`config.mk`:
```
export PLATFORM = sky130hd
export DESIGN_NAME = utf8_to_utf16le_transcoder_core
export DESIGN_NICKNAME = d
export VERILOG_FILES = /design/src/hw/rtl/u8t_pkg.sv /design/src/hw/rtl/utf8_to_utf16le_transcoder_core.sv /design/src/hw/rtl/u8t_front.sv /design/src/hw/rtl/u8t_queue.sv /design/src/hw/rtl/u8t_back.sv
export VERILOG_INCLUDE_DIRS = /design/src /design/src/hw/rtl
export SDC_FILE = /design/constraint.sdc
export NUM_CORES = 1
export LEC_CHECK = 0
export ABC_AREA = 0
export BUFFER_PORTS_ARGS = -buffer_cell sky130_fd_sc_hd__buf_4
export CAP_MARGIN = 30
export CORE_MARGIN = 3
export CORE_UTILIZATION = 45
export CTS_BUF_LIST = sky130_fd_sc_hd__clkbuf_16
export DETAILED_ROUTE_END_ITERATION = 12
export PLACE_DENSITY_LB_ADDON = 0.05
export RECOVER_POWER = 50
export REMOVE_ABC_BUFFERS = 1
export SYNTH_ARGS = -nofsm -noshare
export SYNTH_HDL_FRONTEND = slang
export SYNTH_HIERARCHICAL = 1
export SYNTH_SLANG_ARGS = --single-unit
```
`constraint.sdc`:
```
create_clock -name i_clk -period 6.7 [get_ports i_clk]
set_clock_uncertainty 0.1 [all_clocks]
set_input_delay 1.34 -clock i_clk [delete_from_list [all_inputs] [get_ports i_clk]]
set_output_delay 1.34 -clock i_clk [all_outputs]
set_load 0.03 [all_outputs]
```
`src/hw/rtl/utf8_to_utf16le_transcoder_core_macros.svh`:
```
// Assertion macros shared by the transcoder queue and back modules
`ifndef UTF8_TO_UTF16LE_TRANSCODER_CORE_MACROS_SVH
`define UTF8_TO_UTF16LE_TRANSCODER_CORE_MACROS_SVH

// Same-cycle implication, checked out of reset
`define U8T_ASSERT_IMPL(label, ante, cons, msg) \
    label: assert property (@(posedge i_clk) disable iff (!i_rst_n) (ante) |-> (cons)) \
        else $error(msg);

// Next-cycle implication, checked out of reset
`define U8T_ASSERT_NEXT(label, ante, cons, msg) \
    label: assert property (@(posedge i_clk) disable iff (!i_rst_n) (ante) |=> (cons)) \
        else $error(msg);

`endif

```
`src/hw/rtl/u8t_pkg.sv`:
```
// Types, constants and decode functions of the UTF-8 to UTF-16LE transcoder
package u8t_pkg;

    // Capacity saturation limit in bytes
    localparam logic [10:0] MAX_CAPACITY_BYTES = 11'd1024;

    // Configuration register index
    localparam logic REG_CAPACITY = 1'b0;

    localparam logic [20:0] CP_REPLACEMENT = 21'h00FFFD;
    localparam logic [20:0] CP_SUPP_BASE   = 21'h010000;
    localparam logic [15:0] SURR_HI_BASE   = 16'hD800;
    localparam logic [15:0] SURR_LO_BASE   = 16'hDC00;

    // One decoded event for the back part: a code point or an end marker
    typedef struct packed {
        logic        is_end;
        logic [20:0] cp;
    } t_evt;

    // Event with its valid flag, as it moves through the queue
    typedef struct packed {
        logic valid;
        t_evt evt;
    } t_push;

    // Sequence length fixed by a lead byte; 0 if it cannot start one
    function automatic logic [2:0] seq_len(input logic [7:0] c);
        logic [2:0] len;
        priority if (c[7] == 1'b0)             len = 3'd1;
        else if (c[7:5] == 3'b110)             len = 3'd2;
        else if (c[7:4] == 4'b1110)            len = 3'd3;
        else if (c[7:3] == 5'b11110)           len = 3'd4;
        else                                   len = 3'd0;
        return len;
    endfunction

    // Assemble a code point from up to four bytes, continuation bits masked
    function automatic logic [20:0] decode(
        input logic [7:0] b0,
        input logic [7:0] b1,
        input logic [7:0] b2,
        input logic [7:0] b3,
        input logic [2:0] len
    );
        logic [20:0] cp;
        unique case (len)
            3'd1:    cp = {13'b0, b0};
            3'd2:    cp = {10'b0, b0[4:0], b1[5:0]};
            3'd3:    cp = {5'b0, b0[3:0], b1[5:0], b2[5:0]};
            3'd4:    cp = {b0[2:0], b1[5:0], b2[5:0], b3[5:0]};
            default: cp = CP_REPLACEMENT;
        endcase
        return cp;
    endfunction

endpackage

```
`src/hw/rtl/utf8_to_utf16le_transcoder_core.sv`:
```
// Top level of the UTF-8 to UTF-16LE transcoder with its register port
//
//  Channel  | Direction | Payload
//  s_axis   | in        | tdata text_byte, tuser has_byte, tlast end_of_string
//  m_axis   | out       | tdata code_unit/total_bytes, tuser unit_valid/output_full,
//           |           | tlast last_of_string
//  apb      | in/out    | capacity_bytes at byte address 0
//
//  One byte item per cycle unless stalled; an accepted byte passes through the
//  event queue and the result register before its first result item is offered.
//  A completed 4-byte sequence above 0xFFFF yields two items (surrogate pair).
//  Input stalls while the queue is full, and at end of string while the front
//  queues the events of any held bytes left over and then the end marker.
//  Synchronous active-low reset; capacity resets to 512 bytes.
//  The FIFO_DEPTH-entry event queue lets input flow while output stalls.
module utf8_to_utf16le_transcoder_core
    import u8t_pkg::*;
#(
    parameter int FIFO_DEPTH = 4
) (
    input  logic        i_clk,
    input  logic        i_rst_n,
    input  logic        i_s_axis_tvalid,
    output logic        o_s_axis_tready,
    input  logic [7:0]  i_s_axis_tdata,   // [7:0] text_byte
    input  logic        i_s_axis_tuser,   // [0] has_byte
    input  logic        i_s_axis_tlast,
    output logic        o_m_axis_tvalid,
    input  logic        i_m_axis_tready,
    output logic [31:0] o_m_axis_tdata,   // [15:0] code_unit, [26:16] total_bytes
    output logic [1:0]  o_m_axis_tuser,   // [0] unit_valid, [1] output_full
    output logic        o_m_axis_tlast,
    input  logic        psel,
    input  logic        penable,
    input  logic        pwrite,
    input  logic [2:0]  paddr,
    input  logic [31:0] pwdata,
    output logic [31:0] prdata,
    output logic        pready
);

    logic [10:0] r_capacity;
    t_push       push;
    t_push       head;
    logic        q_full;
    logic        pop;
    logic [15:0] code_unit;
    logic        unit_valid;
    logic        output_full;
    logic [10:0] total_bytes;
    logic        cfg_wr;

    // Register port
    assign pready = 1'b1;
    assign cfg_wr = psel && penable && pwrite && pready && (paddr[2] == REG_CAPACITY);
    assign prdata = (paddr[2] == REG_CAPACITY) ? {21'b0, r_capacity} : 32'h0;

    always_ff @(posedge i_clk) begin
        if (!i_rst_n) begin
            r_capacity <= 11'd512;
        end else if (cfg_wr) begin
            r_capacity <= pwdata[10:0];
        end
    end

    u8t_front u_front (
        .i_clk           (i_clk),
        .i_rst_n         (i_rst_n),
        .i_valid         (i_s_axis_tvalid),
        .o_ready         (o_s_axis_tready),
        .i_has_byte      (i_s_axis_tuser),
        .i_text_byte     (i_s_axis_tdata),
        .i_end_of_string (i_s_axis_tlast),
        .i_q_full        (q_full),
        .o_push          (push)
    );

    u8t_queue #(
        .DEPTH (FIFO_DEPTH)
    ) u_queue (
        .i_clk   (i_clk),
        .i_rst_n (i_rst_n),
        .i_push  (push),
        .o_full  (q_full),
        .o_head  (head),
        .i_pop   (pop)
    );

    u8t_back u_back (
        .i_clk         (i_clk),
        .i_rst_n       (i_rst_n),
        .i_capacity    (r_capacity),
        .i_head        (head),
        .o_pop         (pop),
        .o_valid       (o_m_axis_tvalid),
        .i_ready       (i_m_axis_tready),
        .o_code_unit   (code_unit),
        .o_unit_valid  (unit_valid),
        .o_last        (o_m_axis_tlast),
        .o_output_full (output_full),
        .o_total_bytes (total_bytes)
    );

    // Pack result fields
    assign o_m_axis_tdata = {5'b0, total_bytes, code_unit};
    assign o_m_axis_tuser = {output_full, unit_valid};

endmodule

```
`src/hw/rtl/u8t_front.sv`:
```
// Front part: accepts UTF-8 bytes, gathers sequences and queues code points
module u8t_front
    import u8t_pkg::*;
(
    input  logic       i_clk,
    input  logic       i_rst_n,
    input  logic       i_valid,
    output logic       o_ready,
    input  logic       i_has_byte,
    input  logic [7:0] i_text_byte,
    input  logic       i_end_of_string,
    input  logic       i_q_full,
    output t_push      o_push
);

    logic [7:0] r_held [3];
    logic [7:0] n_held [3];
    logic [1:0] r_count, n_count;
    logic       r_tail, n_tail;

    logic       acc;
    logic [2:0] lead_len;
    logic [2:0] byte_len;
    logic [7:0] b1, b2;
    logic       main_v;
    logic [20:0] main_cp;
    logic [1:0] consume;

    assign o_ready  = !r_tail && !i_q_full;
    assign acc      = i_valid && o_ready;
    assign lead_len = seq_len(r_held[0]);
    assign byte_len = seq_len(i_text_byte);
    assign b1       = (r_count == 2'd1) ? i_text_byte : r_held[1];
    assign b2       = (r_count == 2'd2) ? i_text_byte : r_held[2];

    // Gather bytes, then drain held bytes one event per cycle at string end while the queue is not full
    always_comb begin
        n_held  = r_held;
        n_count = r_count;
        n_tail  = r_tail;
        main_v  = 1'b0;
        main_cp = CP_REPLACEMENT;
        consume = 2'd1;
        o_push  = '0;

        if (acc && i_has_byte) begin
            if (r_count == 2'd0) begin
                if (byte_len <= 3'd1) begin
                    main_v  = 1'b1;
                    main_cp = (byte_len == 3'd1) ? {13'b0, i_text_byte} : CP_REPLACEMENT;
                end else begin
                    n_held[0] = i_text_byte;
                    n_count   = 2'd1;
                end
            end else if ({1'b0, r_count} + 3'd1 >= lead_len) begin
                main_v  = 1'b1;
                main_cp = decode(r_held[0], b1, b2, i_text_byte, lead_len);
                n_count = 2'd0;
            end else begin
                n_held[r_count] = i_text_byte;
                n_count         = r_count + 2'd1;
            end
        end

        if (acc) begin
            if (main_v) begin
                o_push.valid  = 1'b1;
                o_push.evt.cp = main_cp;
            end
            if (i_end_of_string) begin
                if (!main_v && n_count == 2'd0) begin
                    o_push.valid      = 1'b1;
                    o_push.evt.is_end = 1'b1;
                end else begin
                    n_tail = 1'b1;
                end
            end
        end

        // Re-decode held bytes from their start, shifting them down
        if (r_tail && !i_q_full) begin
            o_push.valid = 1'b1;
            if (r_count == 2'd0) begin
                o_push.evt.is_end = 1'b1;
                n_tail            = 1'b0;
            end else begin
                if (lead_len == 3'd2 && r_count >= 2'd2) begin
                    o_push.evt.cp = decode(r_held[0], r_held[1], 8'h00, 8'h00, 3'd2);
                    consume       = 2'd2;
                end else if (lead_len == 3'd3 && r_count == 2'd3) begin
                    o_push.evt.cp = decode(r_held[0], r_held[1], r_held[2], 8'h00, 3'd3);
                    consume       = 2'd3;
                end else begin
                    o_push.evt.cp = (lead_len == 3'd1) ? {13'b0, r_held[0]} : CP_REPLACEMENT;
                    consume       = 2'd1;
                end
                n_held[0] = (consume == 2'd1) ? r_held[1] : r_held[2];
                n_held[1] = r_held[2];
                n_count   = r_count - consume;
            end
        end
    end

    // Held bytes carry no reset
    always_ff @(posedge i_clk) begin
        r_held <= n_held;
    end

    always_ff @(posedge i_clk) begin
        if (!i_rst_n) begin
            r_count <= 2'd0;
            r_tail  <= 1'b0;
        end else begin
            r_count <= n_count;
            r_tail  <= n_tail;
        end
    end

endmodule

```
`src/hw/rtl/u8t_queue.sv`:
```
// Short queue of decoded events between the front and back parts
`include "utf8_to_utf16le_transcoder_core_macros.svh"

module u8t_queue
    import u8t_pkg::*;
#(
    parameter int DEPTH = 4
) (
    input  logic  i_clk,
    input  logic  i_rst_n,
    input  t_push i_push,
    output logic  o_full,
    output t_push o_head,
    input  logic  i_pop
);

    localparam int AW = $clog2(DEPTH);

    t_evt         r_mem [DEPTH];
    logic [AW:0]  r_wr, r_rd;

    assign o_full = (r_wr[AW] != r_rd[AW]) && (r_wr[AW-1:0] == r_rd[AW-1:0]);
    assign o_head.valid = (r_wr != r_rd);
    assign o_head.evt   = r_mem[r_rd[AW-1:0]];

    // Store pushed events
    always_ff @(posedge i_clk) begin
        if (i_push.valid) begin
            r_mem[r_wr[AW-1:0]] <= i_push.evt;
        end
    end

    // Advance pointers
    always_ff @(posedge i_clk) begin
        if (!i_rst_n) begin
            r_wr <= '0;
            r_rd <= '0;
        end else begin
            if (i_push.valid) begin
                r_wr <= r_wr + (AW+1)'(1);
            end
            if (i_pop) begin
                r_rd <= r_rd + (AW+1)'(1);
            end
        end
    end

    `U8T_ASSERT_IMPL(a_no_push_when_full, i_push.valid, !o_full, "push into full queue")
    `U8T_ASSERT_IMPL(a_no_pop_when_empty, i_pop, o_head.valid, "pop from empty queue")

endmodule

```
`src/hw/rtl/u8t_back.sv`:
```
// Back part: checks capacity, splits surrogate pairs and drives result items
`include "utf8_to_utf16le_transcoder_core_macros.svh"

module u8t_back
    import u8t_pkg::*;
(
    input  logic        i_clk,
    input  logic        i_rst_n,
    input  logic [10:0] i_capacity,
    input  t_push       i_head,
    output logic        o_pop,
    output logic        o_valid,
    input  logic        i_ready,
    output logic [15:0] o_code_unit,
    output logic        o_unit_valid,
    output logic        o_last,
    output logic        o_output_full,
    output logic [10:0] o_total_bytes
);

    logic        r_out_valid, n_out_valid;
    logic [15:0] r_out_unit, n_out_unit;
    logic        r_out_uvalid, n_out_uvalid;
    logic        r_out_last, n_out_last;
    logic        r_out_full, n_out_full;
    logic [10:0] r_out_total, n_out_total;
    logic [10:0] r_bytes, n_bytes;
    logic        r_stopped, n_stopped;
    logic        r_low_pend, n_low_pend;
    logic [15:0] r_low_unit, n_low_unit;

    logic        can_load;
    logic [10:0] cap_eff;
    logic        big;
    logic [11:0] sum;
    logic [11:0] sum2;
    logic [20:0] v;

    assign can_load = !r_out_valid || i_ready;
    assign cap_eff  = (i_capacity > MAX_CAPACITY_BYTES) ? MAX_CAPACITY_BYTES : i_capacity;
    assign big      = (i_head.evt.cp[20:16] != 5'd0);
    assign sum      = {1'b0, r_bytes} + (big ? 12'd4 : 12'd2);
    assign sum2     = {1'b0, r_bytes} + 12'd2;
    assign v        = i_head.evt.cp - CP_SUPP_BASE;
    assign o_pop    = can_load && !r_low_pend && i_head.valid;

    // Emit one result per cycle while the receiver is ready; drop code points once output is full
    always_comb begin
        n_out_valid  = r_out_valid && !i_ready;
        n_out_unit   = r_out_unit;
        n_out_uvalid = r_out_uvalid;
        n_out_last   = r_out_last;
        n_out_full   = r_out_full;
        n_out_total  = r_out_total;
        n_bytes      = r_bytes;
        n_stopped    = r_stopped;
        n_low_pend   = r_low_pend;
        n_low_unit   = r_low_unit;

        if (can_load && r_low_pend) begin
            n_out_valid  = 1'b1;
            n_out_unit   = r_low_unit;
            n_out_uvalid = 1'b1;
            n_out_last   = 1'b0;
            n_out_full   = r_stopped;
            n_out_total  = sum2[10:0];
            n_bytes      = sum2[10:0];
            n_low_pend   = 1'b0;
        end else if (o_pop) begin
            if (i_head.evt.is_end) begin
                n_out_valid  = 1'b1;
                n_out_unit   = 16'h0000;
                n_out_uvalid = 1'b0;
                n_out_last   = 1'b1;
                n_out_full   = r_stopped;
                n_out_total  = r_bytes;
                n_bytes      = 11'd0;
                n_stopped    = 1'b0;
            end else if (!r_stopped) begin
                if (sum > {1'b0, cap_eff}) begin
                    n_stopped = 1'b1;
                end else begin
                    n_out_valid  = 1'b1;
                    n_out_uvalid = 1'b1;
                    n_out_last   = 1'b0;
                    n_out_full   = 1'b0;
                    n_out_total  = sum2[10:0];
                    n_bytes      = sum2[10:0];
                    if (big) begin
                        n_out_unit = SURR_HI_BASE + {5'b0, v[20:10]};
                        n_low_unit = SURR_LO_BASE + {6'b0, v[9:0]};
                        n_low_pend = 1'b1;
                    end else begin
                        n_out_unit = i_head.evt.cp[15:0];
                    end
                end
            end
        end
    end

    // Output payload and pending low unit carry no reset
    always_ff @(posedge i_clk) begin
        r_out_unit   <= n_out_unit;
        r_out_uvalid <= n_out_uvalid;
        r_out_last   <= n_out_last;
        r_out_full   <= n_out_full;
        r_out_total  <= n_out_total;
        r_low_unit   <= n_low_unit;
    end

    always_ff @(posedge i_clk) begin
        if (!i_rst_n) begin
            r_out_valid <= 1'b0;
            r_bytes     <= 11'd0;
            r_stopped   <= 1'b0;
            r_low_pend  <= 1'b0;
        end else begin
            r_out_valid <= n_out_valid;
            r_bytes     <= n_bytes;
            r_stopped   <= n_stopped;
            r_low_pend  <= n_low_pend;
        end
    end

    assign o_valid       = r_out_valid;
    assign o_code_unit   = r_out_unit;
    assign o_unit_valid  = r_out_uvalid;
    assign o_last        = r_out_last;
    assign o_output_full = r_out_full;
    assign o_total_bytes = r_out_total;

    // High unit lies in 0xD800..0xDFBF, since code points above 0x10FFFF are kept
    `U8T_ASSERT_IMPL(a_low_follows_high, r_low_pend,
        r_out_valid && r_out_unit[15:11] == 5'b11011, "low surrogate without high")
    `U8T_ASSERT_IMPL(a_low_not_stopped, r_low_pend, !r_stopped, "pair split by full output")
    `U8T_ASSERT_IMPL(a_total_even, r_out_valid, !r_out_total[0], "odd byte total")
    `U8T_ASSERT_NEXT(a_end_clears, o_pop && i_head.evt.is_end,
        r_out_valid && r_out_last && r_bytes == 11'd0 && !r_stopped, "end marker not issued")

endmodule
```
# Word level (Yosys, flattened, before mapping)

Memories as Yosys holds them, arrays and structs flattened. A register that Yosys moved wholly into a read port is not among the register bits.
Index checks and enable logic that the tools add are counted.

Bits in registers: 104
Word-level logic and storage cells: 196
Memories kept: 1
Memory bits (writable): 88

Eq/ne operators: 22
Bitwise gates (word level): 9
Add/subtract/negate cells: 10
Multiplexer cells: 95
Order comparisons: 7
Reduce and logical (&&, ||, !) cells: 34

Memory list:

| memory        | depth | bits a word | read ports | clocked after memory_dff | wr ports | line            | text |
|---|---|---|---|---|---|---|---|
| u_queue.r_mem | 4     | 22          | 1          | 1                        | 1        | u8t_queue.sv:19 | `t_evt r_mem [DEPTH];` |

Operators with widths:

| operator               | count |
|---|---|
| $mux 16                | 11 |
| $mux 21                | 8 |
| $mux 11                | 10 |
| $pmux 21 s4            | 1 |
| $mux 24                | 2 |
| $mux 23                | 2 |
| $mux 8                 | 4 |
| $mux 1                 | 30 |
| $mux 2                 | 14 |
| $mux 3                 | 9 |
| $bwmux 24              | 1 |
| $sub 21x17->21 const B | 1 |
| $add 15x11->16 const A | 1 |
| $add 15x12->16 const A | 1 |
| $demux 8 s2            | 1 |
| $logic_and 1x1->1      | 16 |
| $add 11x12->12         | 1 |
| $gt 12x11->1           | 1 |
| $mux 6                 | 2 |
| $add 11x2->11 const B  | 1 |
| $gt 11x11->1 const B   | 1 |
| $eq 5x5->1 const B     | 2 |
| $eq 3x3->1 const B     | 3 |
| $reduce_and 3->1       | 3 |
| other kinds (31)       | 51 |

# Longest topological paths before layout

Gate-level depths: netlist (run 1).

Word-level depth: 18
Mapped depth: 19

# By module

Netlist (run 1), hierarchy kept.

Modules (own cells, without submodules):

| module                          | times used | seq. area each (um^2) | area each (um^2) | cells each |
|---|---|---|---|---|
| u8t_queue                       | 1          | 2802.7                | 3582.2           | 155 |
| u8t_back                        | 1          | 1411.4                | 2975.4           | 303 |
| u8t_front                       | 1          | 620.6                 | 2577.5           | 307 |
| utf8_to_utf16le_transcoder_core | 1          | 220.2                 | 762.0            | 91 |

# Least setup slack after synthesis (run 1)

OpenSTA, ideal clock, no wires.

Path type: reg2reg
Start: register with a tool-made name
End: register u_back.r_low_unit[0] (enable)
Clock period less this slack: 5.776 ns
Arrival: 5.284 ns
Stages on the path, launching flop included: 19
Required time: 6.208 ns
Setup slack: 0.924 ns
Buffers on the path: 3
Library setup time: 0.392 ns
Path through: dfxtp_1 > buf_6 > mux4_2 > inv_1 > ha_1 > or4b_4 > clkbuf_1 > clkbuf_1 > xor2_1 > ha_1 > a21oi_1 > nor3_1 > xor2_1 > ha_1 > a211oi_1 > o211ai_1 > o221ai_1 > o21ai_0 > nor3_1

RTL lines:

| what                 | line            | text |
|---|---|---|
| to (signal assigned) | u8t_back.sv:108 | `r_low_unit <= n_low_unit;` |
| to (decl)            | u8t_back.sv:30  | `logic [15:0] r_low_unit, n_low_unit;` |

==> impl_results.md, run 1 <==
* Syn_area_per_cell at 11.6 µm²
* Top-count cell post-synth: edfxtp_1
* Mapped Area at 9900 µm²
* # diodes at 0
* LEAKAGE at 3.96 nW
* Synth Flop Type: edfxtp_1
* Die Area at 23800 µm²
* Cell area power density at 374 nW/µm²
* R2R setup slack at 1000 ps
* Final wirelength at 23.7 mm
* CP Max Fanout at 27
* Drt pass-1 iters at 5
* Post-CTS setup buffer count at 0
* Via density at 5.76
* Placed insts at 1161
* # H-tree levels at 4
* Nets at 985
* CTS tree: done
* Initial Util at 0.465
* Reg2Reg Depth at 17
* EDFF count, synth at 133
* Sum Neg Setup Slack at 0 ps
* Post-CTS Hold Fix Bufs at 0
* First-pass GRT wire length at 37.8 mm
* Slew margin rel. at 0.0595
* Endpoints failing setup at 0
* HPWL Detailed at 16.8 mm
* Worst Tran Pin Value at 1410 ps
* Vias at 6872
* Gp weighted congestion at 0.890
* Post-synth top area share at 0.404
* Largest net degree at the start of global routing at 38
* WL/cell at 19.9 µm
* I/O Buffers at 70
* Hold wc startpoint: r_capacity[2]
* Status: finished, final reports clean
* # DRC at 0
* Synth area leaders: edfxtp_1, dfxtp_1, mux4_2, mux2i_1, ha_1
* Max-cap viol count at 0
* # IOs at 122
* Post-synthesis sequential area ratio at 0.511
* Num CTS Buffers at 17
* Minimum clock period at 5700 ps
* Hold WC Path Type: flop to flop
* Peak supply drop at 178 µV
* Critical path class: flop to flop
* Endpoint class of the critical path: flop
* Routed Antenna Nets at 0
* GRT overflow at 0
* Hold EP: r_capacity[2]
* Yosys reg bits at 186
* Die Y at 154 µm
* Final Hold Fails at 0
* CP Data Required Time at 6700 ps
* Synth async-reset ratio at 0
* WHS Path Cells at 2
* Synthesis Warnings at 6
* Post-CTS Resized at 0
* Most instantiated cells after synthesis: edfxtp_1, nand2_1, nor2_1
* RR Endpoint: u_back/o_code_unit[2]
* Final Cycle Share at 0.851
* Root buffer cell: clkbuf_16
* Die width at 154 µm
* Startpoint Class: flop
* Cell variety after synth at 90
* Initial antenna violation count at 0
* Vias in the first global route at 6859
* Clock sinks at 186
* Core ar. at 21300 µm²
* Clk buf depth at 2
* Total GRT Usage at 0.200
* Peak Freq at 0.175 GHz
* Cell Rows at 53
* Worst-skew pair later-pin latency at 430 ps
* Leading area contributor after synthesis: edfxtp_1
* Area growth syn-to-layout at 9.39%
* Pins over their slew limit at 0
* DRT iter0 DRCs at 579
* Unrepaired setup endpoints after global routing: false
* Crit path DAT at 5700 ps
* Post-route insts no fill at 1193
* Fin util at 0.509
* Share of cells above drive strength 1 at 0.132
* Syn Inst Count at 856
* Clock-pin slew on the worst setup and hold paths at 70 ps
==> where the power goes <==
part           internal (W)  switching (W)
combinational      0.000443       0.000939
sequential          0.00153       0.000129
clock              0.000558       0.000450
==> kinds of logic after synthesis <==
logic type | share of synthesized area
AOI/OAI and AO/OA | 0.132
xor gates and xnor gates | 0.0230
adders and majority gates | 0.0354
buffers and inverters | 0.0600
DFF | 0.511
muxes | 0.112
other | 0.00114
and+or+nand+nor | 0.126
==> cells in the final DEF, fill, tap and decap left out, types with 6 or more instances in the layout <==
cell	instances
o221ai_1	9
a21oi_1	37
inv_1	31
nand2_1	88
conb_1	28
o211ai_1	7
xnor2_1	16
clkbuf_1	46
mux4_2	20
and3_1	12
ha_1	28
a211oi_1	7
nor3_1	7
a31oi_1	6
nand4_1	6
o21ai_0	48
nor2b_1	17
o21a_1	6
nor2_1	54
edfxtp_1	133
buf_4	33
mux2_2	12
dfxtp_1	53
o22ai_1	12
and2_1	7
nand3_1	17
mux2i_1	40
mux2_1	6
clkbuf_16	17
xor2_1	10
==> layout make-up <==
| type | count | area [µm²] |
|---|---|---|
| multi-input cells | 589 | 4300 |
| repair buffers | 80 | 428 |
| flip-flops and latches | 186 | 5050 |
| fillers | 1927 | 10500 |
| clock inverters | 15 | 163 |
| inverters | 31 | 116 |
| clock buffers | 17 | 425 |
| well taps | 275 | 344 |
==> flip-flops by register name, summed over array words and instances, names as in the netlist, 2 cells and up, named ones only <==
signal	count
u_back/o_code_unit	16
u_back/o_total_bytes	10
u_queue/r_wr	3
u_front/r_held	24
u_queue/r_rd	3
u_back/r_bytes	10
u_back/r_low_unit	10
u_queue/r_mem	88
u_front/r_count	2
r_capacity	11
==> through the flow <==
stage | area (µm²) | power (W) | worst slack, ps | hold WS, ps
floorplan | 9510 | 0.00266 | 658 | 343
global placement | 10500 | 0.00312 | 1150 | 352
detailed placement | 10500 | 0.00316 | 1040 | 370
CTS | 11100 | 0.00417 | 1030 | 381
global route | 10800 | 0.00428 | 645 | 421
finish | 10800 | 0.00405 | 997 | 381
==> how the worst max path moves through the flow <==
stage,from,end,slack (ps),depth (start not counted)
finish,flop,u_back/o_code_unit[2],1000,17
global route,flop,u_back/o_code_unit[10],650,17
CTS,flop,u_back/o_code_unit[7],1030,17
detailed placement,flop,u_back/o_code_unit[3],1040,17
global placement,flop,u_back/o_code_unit[2],1150,17
floorplan,flop,u_back/r_low_unit[0],660,15
==> layer usage <==
metal,vias up,track usage,wire length [µm],part of all wire
met1,3354,0.283,10800,0.46
met3,31,0.0378,1590,0.067
met5,-,0,0,0
met4,0,0.0589,353,0.015
li1,3237,-,-,-
met2,250,0.316,11000,0.46
==> worst max-delay path, stage by stage, from the launching register on <==
cell      delay (ps)
dfxtp_1          720
mux4_2           460
inv_1            140
ha_1             270
or4b_4           660
xor2_1           210
ha_1             240
a21oi_1          210
nor3_1           100
xor2_1           160
ha_1             330
a211oi_1         210
o211ai_1         230
o221ai_1         590
o21a_1           240
nor2_1           100
inv_1             70
buf_4            320
Note: power is estimated with default switching activity, not from simulation.
==> run 2: changes to the inputs <==
--- a/config.mk
+++ b/config.mk
@@ -9,8 +9,10 @@
 export ABC_AREA = 0
 export BUFFER_PORTS_ARGS = -buffer_cell sky130_fd_sc_hd__buf_4
 export CAP_MARGIN = 30
+export CELL_PAD_IN_SITES_DETAIL_PLACEMENT = 0
+export CELL_PAD_IN_SITES_GLOBAL_PLACEMENT = 1
 export CORE_MARGIN = 3
-export CORE_UTILIZATION = 45
+export CORE_UTILIZATION = 42
 export CTS_BUF_LIST = sky130_fd_sc_hd__clkbuf_16
 export DETAILED_ROUTE_END_ITERATION = 12
 export PLACE_DENSITY_LB_ADDON = 0.05
==> constraint.sdc (replaced) <==
create_clock -name i_clk -period 5 [get_ports i_clk]
set_clock_uncertainty 0.1 [all_clocks]
set_input_delay 1 -clock i_clk [delete_from_list [all_inputs] [get_ports i_clk]]
set_output_delay 1 -clock i_clk [all_outputs]
set_load 0.03 [all_outputs]
==> impl_results.md, run 2 (synthesis gave the netlist of run 1 again) <==
* Endpoint class of the critical path: flop (unchanged)
* P_sw at 0.00207 W (was 0.00152 W)
* Reg area at 5060 µm² (was 5050 µm²)
* Clock share of power at 0.231 (was 0.249)
* Final Cycle Share at 0.960 (was 0.851)
* Post-route setup slack at 202 ps (was 997 ps)
* Hold WC Path Type: flop to flop (unchanged)
* Core ar. at 22900 µm² (was 21300 µm²)
* # diodes at 0 (unchanged)
* WL/cell at 19.5 µm (was 19.9 µm)
* Final Hold Fails at 0 (unchanged)
* Worst-skew pair later-pin latency at 430 ps (about the same)
* Cell area power density at 495 nW/µm² (was 374 nW/µm²)
* # IOs at 122 (unchanged)
* Drt pass-1 iters at 5 (unchanged)
* Switching portion of total power at 0.380 (was 0.375)
* Flop pwr share at 0.401 (was 0.410)
* Via density at 5.53 (was 5.76)
* Max-cap viol count at 0 (unchanged)
* Share of cells above drive strength 1 at 0.149 (was 0.132)
* LEAKAGE at 4.02 nW (was 3.96 nW)
* Initial Util at 0.432 (was 0.465)
* Gp weighted congestion at 0.872 (was 0.890)
* Root buffer cell: clkbuf_16 (unchanged)
* Initial antenna violation count at 0 (unchanged)
* Peak Freq at 0.208 GHz (was 0.175 GHz)
* Num CTS Buffers at 17 (unchanged)
* Clock sinks at 186 (unchanged)
* # H-tree levels at 4 (unchanged)
* I/O Buffers at 70 (unchanged)
* Unrepaired setup endpoints after global routing: false (unchanged)
* Critical path class: flop to flop (unchanged)
* Combinational Power Share at 0.367 (was 0.341)
* Busiest grt layer: met2 (unchanged)
* DRT iter0 DRCs at 602 (was 579)
* First-pass GRT wire length at 39.2 mm (was 37.8 mm)
* Die width at 160 µm (was 154 µm)
* Vias in the first global route at 6941 (was 6859)
* Setup WS pre-CTS at 58.6 ps (was 1040 ps)
* # DRC at 0 (unchanged)
* Clk buf depth at 2 (unchanged)
* Total GRT Usage at 0.192 (was 0.200)
* Number of flip-flops in the largest register at 88 (unchanged)
* Routed Antenna Nets at 0 (unchanged)
* Area growth syn-to-layout at 11.2% (was 9.39%)
* Pins over their slew limit at 0 (unchanged)
* Die Y at 160 µm (was 154 µm)
* Endpoints failing setup at 0 (unchanged)
* Die Area at 25400 µm² (was 23800 µm²)
* Crit path DAT at 4830 ps (was 5700 ps)
* Startpoint Class: flop (unchanged)
* Post-route insts no fill at 1250 (was 1193)
* Commonest non-fill, non-tap cell in the layout: edfxtp_1 (unchanged)
* Met3 usage at 0.0328 (was 0.0378)
* Met1 GRT Util at 0.271 (was 0.283)
* Cell Rows at 55 (was 53)
* GRT overflow at 0 (unchanged)
* Final wirelength at 24.3 mm (was 23.7 mm)
* CP Max Fanout at 25 (was 27)
* Met2 usage at 0.312 (was 0.316)
* Fillers at 2147 (was 1927)
* Placed insts at 1216 (was 1161)
* Largest net degree at the start of global routing at 38 (unchanged)
* Status: finished, final reports clean (unchanged)
* Minimum clock period at 4800 ps (was 5700 ps)
* CP Data Required Time at 5030 ps (was 6700 ps)
* Hold slack final at 369 ps (was 381 ps)
* HPWL Detailed at 17.3 mm (was 16.8 mm)
* Multi-input logic area at 4310 µm² (was 4300 µm²)
* Nets at 1004 (was 985)
* Commonest cells after routing, fill and taps aside: edfxtp_1, nand2_1, nor2_1, dfxtp_1, clkbuf_1 (was edfxtp_1, nand2_1, nor2_1, dfxtp_1, o21ai_0)
* Clock-pin slew on the worst setup and hold paths at 70 ps (about the same)
* Vias at 6912 (was 6872)
* Worst Tran Pin Value at 1050 ps (was 1410 ps)
* Int Pwr at 0.00338 W (was 0.00253 W)
* Peak supply drop at 208 µV (was 178 µV)
* Slew margin rel. at 0.299 (was 0.0595)
* CTS tree: done (unchanged)
-- run 2: cell count changes in the layout (fill, tap and decap cells not counted), moves of 2 or more --
cell	change
bufinv_16	-2
clkinv_4	+2
buf_6	+3
clkinv_1	+3
nor3_1	-2
clkinvlp_4	-2
clkbuf_1	+3
buf_4	+12
nor3_2	+2
-- run 2: through the flow --
stage | util | power, W | instance area, µm² | TNS (ps)
after floorplan | - | 0.00356 | 9510 | -37830
after global placement | 0.464 | 0.00428 | 10600 | 0
after detailed placement | 0.465 | 0.00432 | 10700 | 0
after CTS | 0.489 | 0.00559 | 11200 | 0
after global routing | 0.480 | 0.00576 | 11000 | 0
final | 0.480 | 0.00545 | 11000 | 0
-- run 2: power by group through the flow --
stage / clock network, W / logic, W / registers, W
final: 0.00126 / 0.00200 / 0.00219
after global routing: 0.00136 / 0.00218 / 0.00222
after CTS: 0.00130 / 0.00210 / 0.00219
after detailed placement: 0 / 0.00210 / 0.00222
after global placement: 0 / 0.00206 / 0.00221
after floorplan: 0 / 0.00107 / 0.00250
-- run 2: area by class of cell --
| class | instances | share of cell area |
|---|---|---|
| Multi-Input combinational cell | 589 | 0.392 |
| Sequential cell | 186 | 0.459 |
| Clock buffer | 17 | 0.0387 |
| Clock inverter | 15 | 0.0109 |
| Tap cell | 313 | 0.0356 |
| Inverter | 31 | 0.0106 |
| Timing Repair Buffer | 99 | 0.0530 |
-- run 2: repair_timing --
action,in CTS,in global routing
resized for setup,0,11
setup buffers,0,2
endpoints found under the setup margin,0,45
hold buffers,0,0
endpoints found under the hold margin,0,0
-- run 2: path summary, 6_finish.rpt --
check           startpoint                    end  slack, ps  cells past startpoint
min reg2reg  u_back/o_last          u_back/o_last        370                      1
min          u_back/o_last          u_back/o_last        370                      1
max                   flop  u_back/o_code_unit[3]        200                     18
max reg2reg           flop  u_back/o_code_unit[3]        200                     18
-- run 2: routing by layer --
metal  vias to the layer above  wire length (µm)  share of wire
li1                       3276                 -              -
met5                         -                 0              0
met2                       234             11200           0.46
met3                        32              1270          0.052
met4                         0               339          0.014
met1                      3370             11500           0.47
-- run 2: critical path, cell delays in order (launching register included) --
cell,delay (ps)
dfxtp_2,390
mux4_2,560
inv_1,130
ha_1,190
or4b_4,560
xor2_1,180
ha_1,250
a21o_4,220
nand2_1,80
xnor2_1,80
ha_1,340
and4_1,240
o2111ai_1,140
o221ai_1,250
buf_4,200
o21a_1,190
nor2_2,90
inv_1,130
buf_12,190
==> run 3: changes to the inputs <==
--- a/config.mk
+++ b/config.mk
@@ -15,7 +15,7 @@
 export CORE_UTILIZATION = 42
 export CTS_BUF_LIST = sky130_fd_sc_hd__clkbuf_16
 export DETAILED_ROUTE_END_ITERATION = 12
-export PLACE_DENSITY_LB_ADDON = 0.05
+export PLACE_DENSITY = 0.73
 export RECOVER_POWER = 50
 export REMOVE_ABC_BUFFERS = 1
 export SYNTH_ARGS = -nofsm -noshare
==> impl_results.md, run 3 (synthesis gave the netlist of run 1 again) <==
* Endpoints failing setup at 0 (unchanged)
* Minimum clock period at 4690 ps (was 4800 ps)
* Routed Antenna Nets at 0 (unchanged)
* Switching portion of total power at 0.376 (was 0.380)
* Final wirelength at 22.6 mm (was 24.3 mm)
* Post-route insts no fill at 1249 (was 1250)
* Vias in the first global route at 6542 (was 6941)
* Worst path max stage delay at 560 ps (about the same)
* Gp weighted congestion at 0.850 (was 0.872)
* # H-tree levels at 4 (unchanged)
* Final Hold Fails at 0 (unchanged)
* I/O Buffers at 70 (unchanged)
* Total GRT Usage at 0.178 (was 0.192)
* R2R setup slack at 310 ps (was 200 ps)
* Die Y at 160 µm (unchanged)
* Highest-delay cell along the critical path: mux4_2 (unchanged)
* Worst-skew pair later-pin latency at 430 ps (about the same)
* WL/cell at 18.1 µm (was 19.5 µm)
* Crit path DAT at 4730 ps (was 4830 ps)
* Peak Freq at 0.213 GHz (was 0.208 GHz)
* Slew margin rel. at 0.259 (was 0.299)
* Status: finished, final reports clean (unchanged)
* Commonest non-fill, non-tap cell in the layout: edfxtp_1 (unchanged)
* Clk buf depth at 2 (unchanged)
* Clock sinks at 186 (unchanged)
* First-pass GRT wire length at 36.1 mm (was 39.2 mm)
* DRT iter0 DRCs at 601 (was 602)
* Hold WC Path Type: flop to flop (unchanged)
* Post-CTS Hold Fix Bufs at 0 (unchanged)
* Clock share of power at 0.248 (was 0.231)
* Root buffer cell: clkbuf_16 (unchanged)
* P_sw at 0.00208 W (was 0.00207 W)
* Flop pwr share at 0.396 (was 0.401)
* Met1 GRT Util at 0.255 (was 0.271)
* Max-cap viol count at 0 (unchanged)
* Met3 usage at 0.0336 (was 0.0328)
* Startpoint Class: flop (unchanged)
* Clock-pin slew on the worst setup and hold paths at 80 ps (was 70 ps)
* Critical path class: flop to flop (unchanged)
* Pins over their slew limit at 0 (unchanged)
* CTS tree: done (unchanged)
* Overall Power at 0.00553 W (was 0.00545 W)
* Share of cells above drive strength 1 at 0.156 (was 0.149)
* HPWL Detailed at 16.1 mm (was 17.3 mm)
* Fin util at 0.483 (was 0.480)
* Crit path cell chain: mux4_2, inv_1, ha_1, or4b_4, buf_4, o211ai_1, nor2_1, and3_1, xor2_1, ha_1, a211oi_1, o211ai_1, buf_4, nor2_2, o21a_1, nor2_2, inv_1, buf_12 (was mux4_2, inv_1, ha_1, or4b_4, xor2_1, ha_1, a21o_4, nand2_1, xnor2_1, ha_1, and4_1, o2111ai_1, o221ai_1, buf_4, o21a_1, nor2_2, inv_1, buf_12)
* # IOs at 122 (unchanged)
* # DRC at 0 (unchanged)
* Cell area power density at 500 nW/µm² (was 495 nW/µm²)
* Unrepaired setup endpoints after global routing: false (unchanged)
* # diodes at 0 (unchanged)
* Die width at 160 µm (unchanged)
* Peak supply drop at 232 µV (was 208 µV)
* Int Pwr at 0.00345 W (was 0.00338 W)
* Num CTS Buffers at 17 (unchanged)
* Busiest grt layer: met2 (unchanged)
* Hold slack final at 364 ps (was 369 ps)
* Combinational Power Share at 0.357 (was 0.367)
* LEAKAGE at 4.05 nW (was 4.02 nW)
* Worst Tran Pin Value at 1110 ps (was 1050 ps)
* Largest net degree at the start of global routing at 38 (unchanged)
* Initial antenna violation count at 0 (unchanged)
* Endpoint class of the critical path: flop (unchanged)
* Placed insts at 1216 (unchanged)
* Drt pass-1 iters at 5 (unchanged)
* CP Max Fanout at 27 (was 25)
* Die Area at 25400 µm² (unchanged)
* Core ar. at 22900 µm² (unchanged)
* Cell Rows at 55 (unchanged)
* Post-route setup slack at 308 ps (was 202 ps)
* Nets at 1003 (was 1004)
* Initial Util at 0.432 (unchanged)
* Commonest cells after routing, fill and taps aside: edfxtp_1, nand2_1, nor2_1, dfxtp_1 (was edfxtp_1, nand2_1, nor2_1, dfxtp_1, clkbuf_1)
* Met2 usage at 0.281 (was 0.312)
* Area growth syn-to-layout at 11.7% (was 11.2%)
* CP Data Required Time at 5030 ps (about the same)
* Vias at 6795 (was 6912)
* Setup WS pre-CTS at -16.8 ps (was 58.6 ps)
* GRT overflow at 0 (unchanged)
* Number of flip-flops in the largest register at 88 (unchanged)
* Via density at 5.44 (was 5.53)
* Final Cycle Share at 0.938 (was 0.960)
[run 3: what timing repair did]
action | in CTS | in global routing
hold endpoints to repair | 0 | 0
setup endpoints to repair | 10 | 44
setup buffers | 1 | 0
gates resized for setup | 1 | 8
pin swaps | 1 | 2
[run 3: power groups by stage]
stage	sequential, W	clock [W]	combinational [W]
finish	0.00219	0.00137	0.00197
global route	0.00223	0.00146	0.00216
CTS	0.00219	0.00140	0.00209
detailed placement	0.00222	0	0.00207
global placement	0.00222	0	0.00205
floorplan	0.00250	0	0.00107
[run 3: per-stage QoR]
stage	setup TNS (ps)	instance area, µm²
2_1_floorplan	-37830	9510
3_3_place_gp	0	10700
3_5_place_dp	-161	10700
4_1_cts	0	11300
5_1_grt	0	11100
6_report	0	11100
[run 3: area by class of cell]
class | count | area [µm²]
Tap cell | 313 | 392
Multi-Input combinational cell | 589 | 4320
Sequential cell | 186 | 5060
Clock buffer | 17 | 425
Inverter | 31 | 116
Timing Repair Buffer | 98 | 576
Fill cell | 2140 | 11900
Clock inverter | 15 | 175
[run 3: path summary, 6_finish.rpt]
check | startpoint | endpoint | depth (start not counted)
worst max-delay path | flop | u_back/o_code_unit[6] | 18
worst min-delay path | u_back/o_last | u_back/o_last | 1
worst min register to register | u_back/o_last | u_back/o_last | 1
worst max register to register | flop | u_back/o_code_unit[6] | 18
[run 3: critical path: cells and delay by family, from the launching register on]
family | cells | cell delay (ps)
AOI/OAI and AO/OA | 4 | 870
xor gates and xnor gates | 1 | 140
muxes | 1 | 560
and+or+nand+nor | 5 | 1150
adders and majority gates | 2 | 390
DFF | 1 | 380
buffers and inverters | 5 | 770
[run 3: per-layer routing]
layer | part of all wire | wire, µm
met3 | 0.049 | 1110
met4 | 0.012 | 274
met5 | 0 | 0
met2 | 0.46 | 10400
met1 | 0.48 | 10900
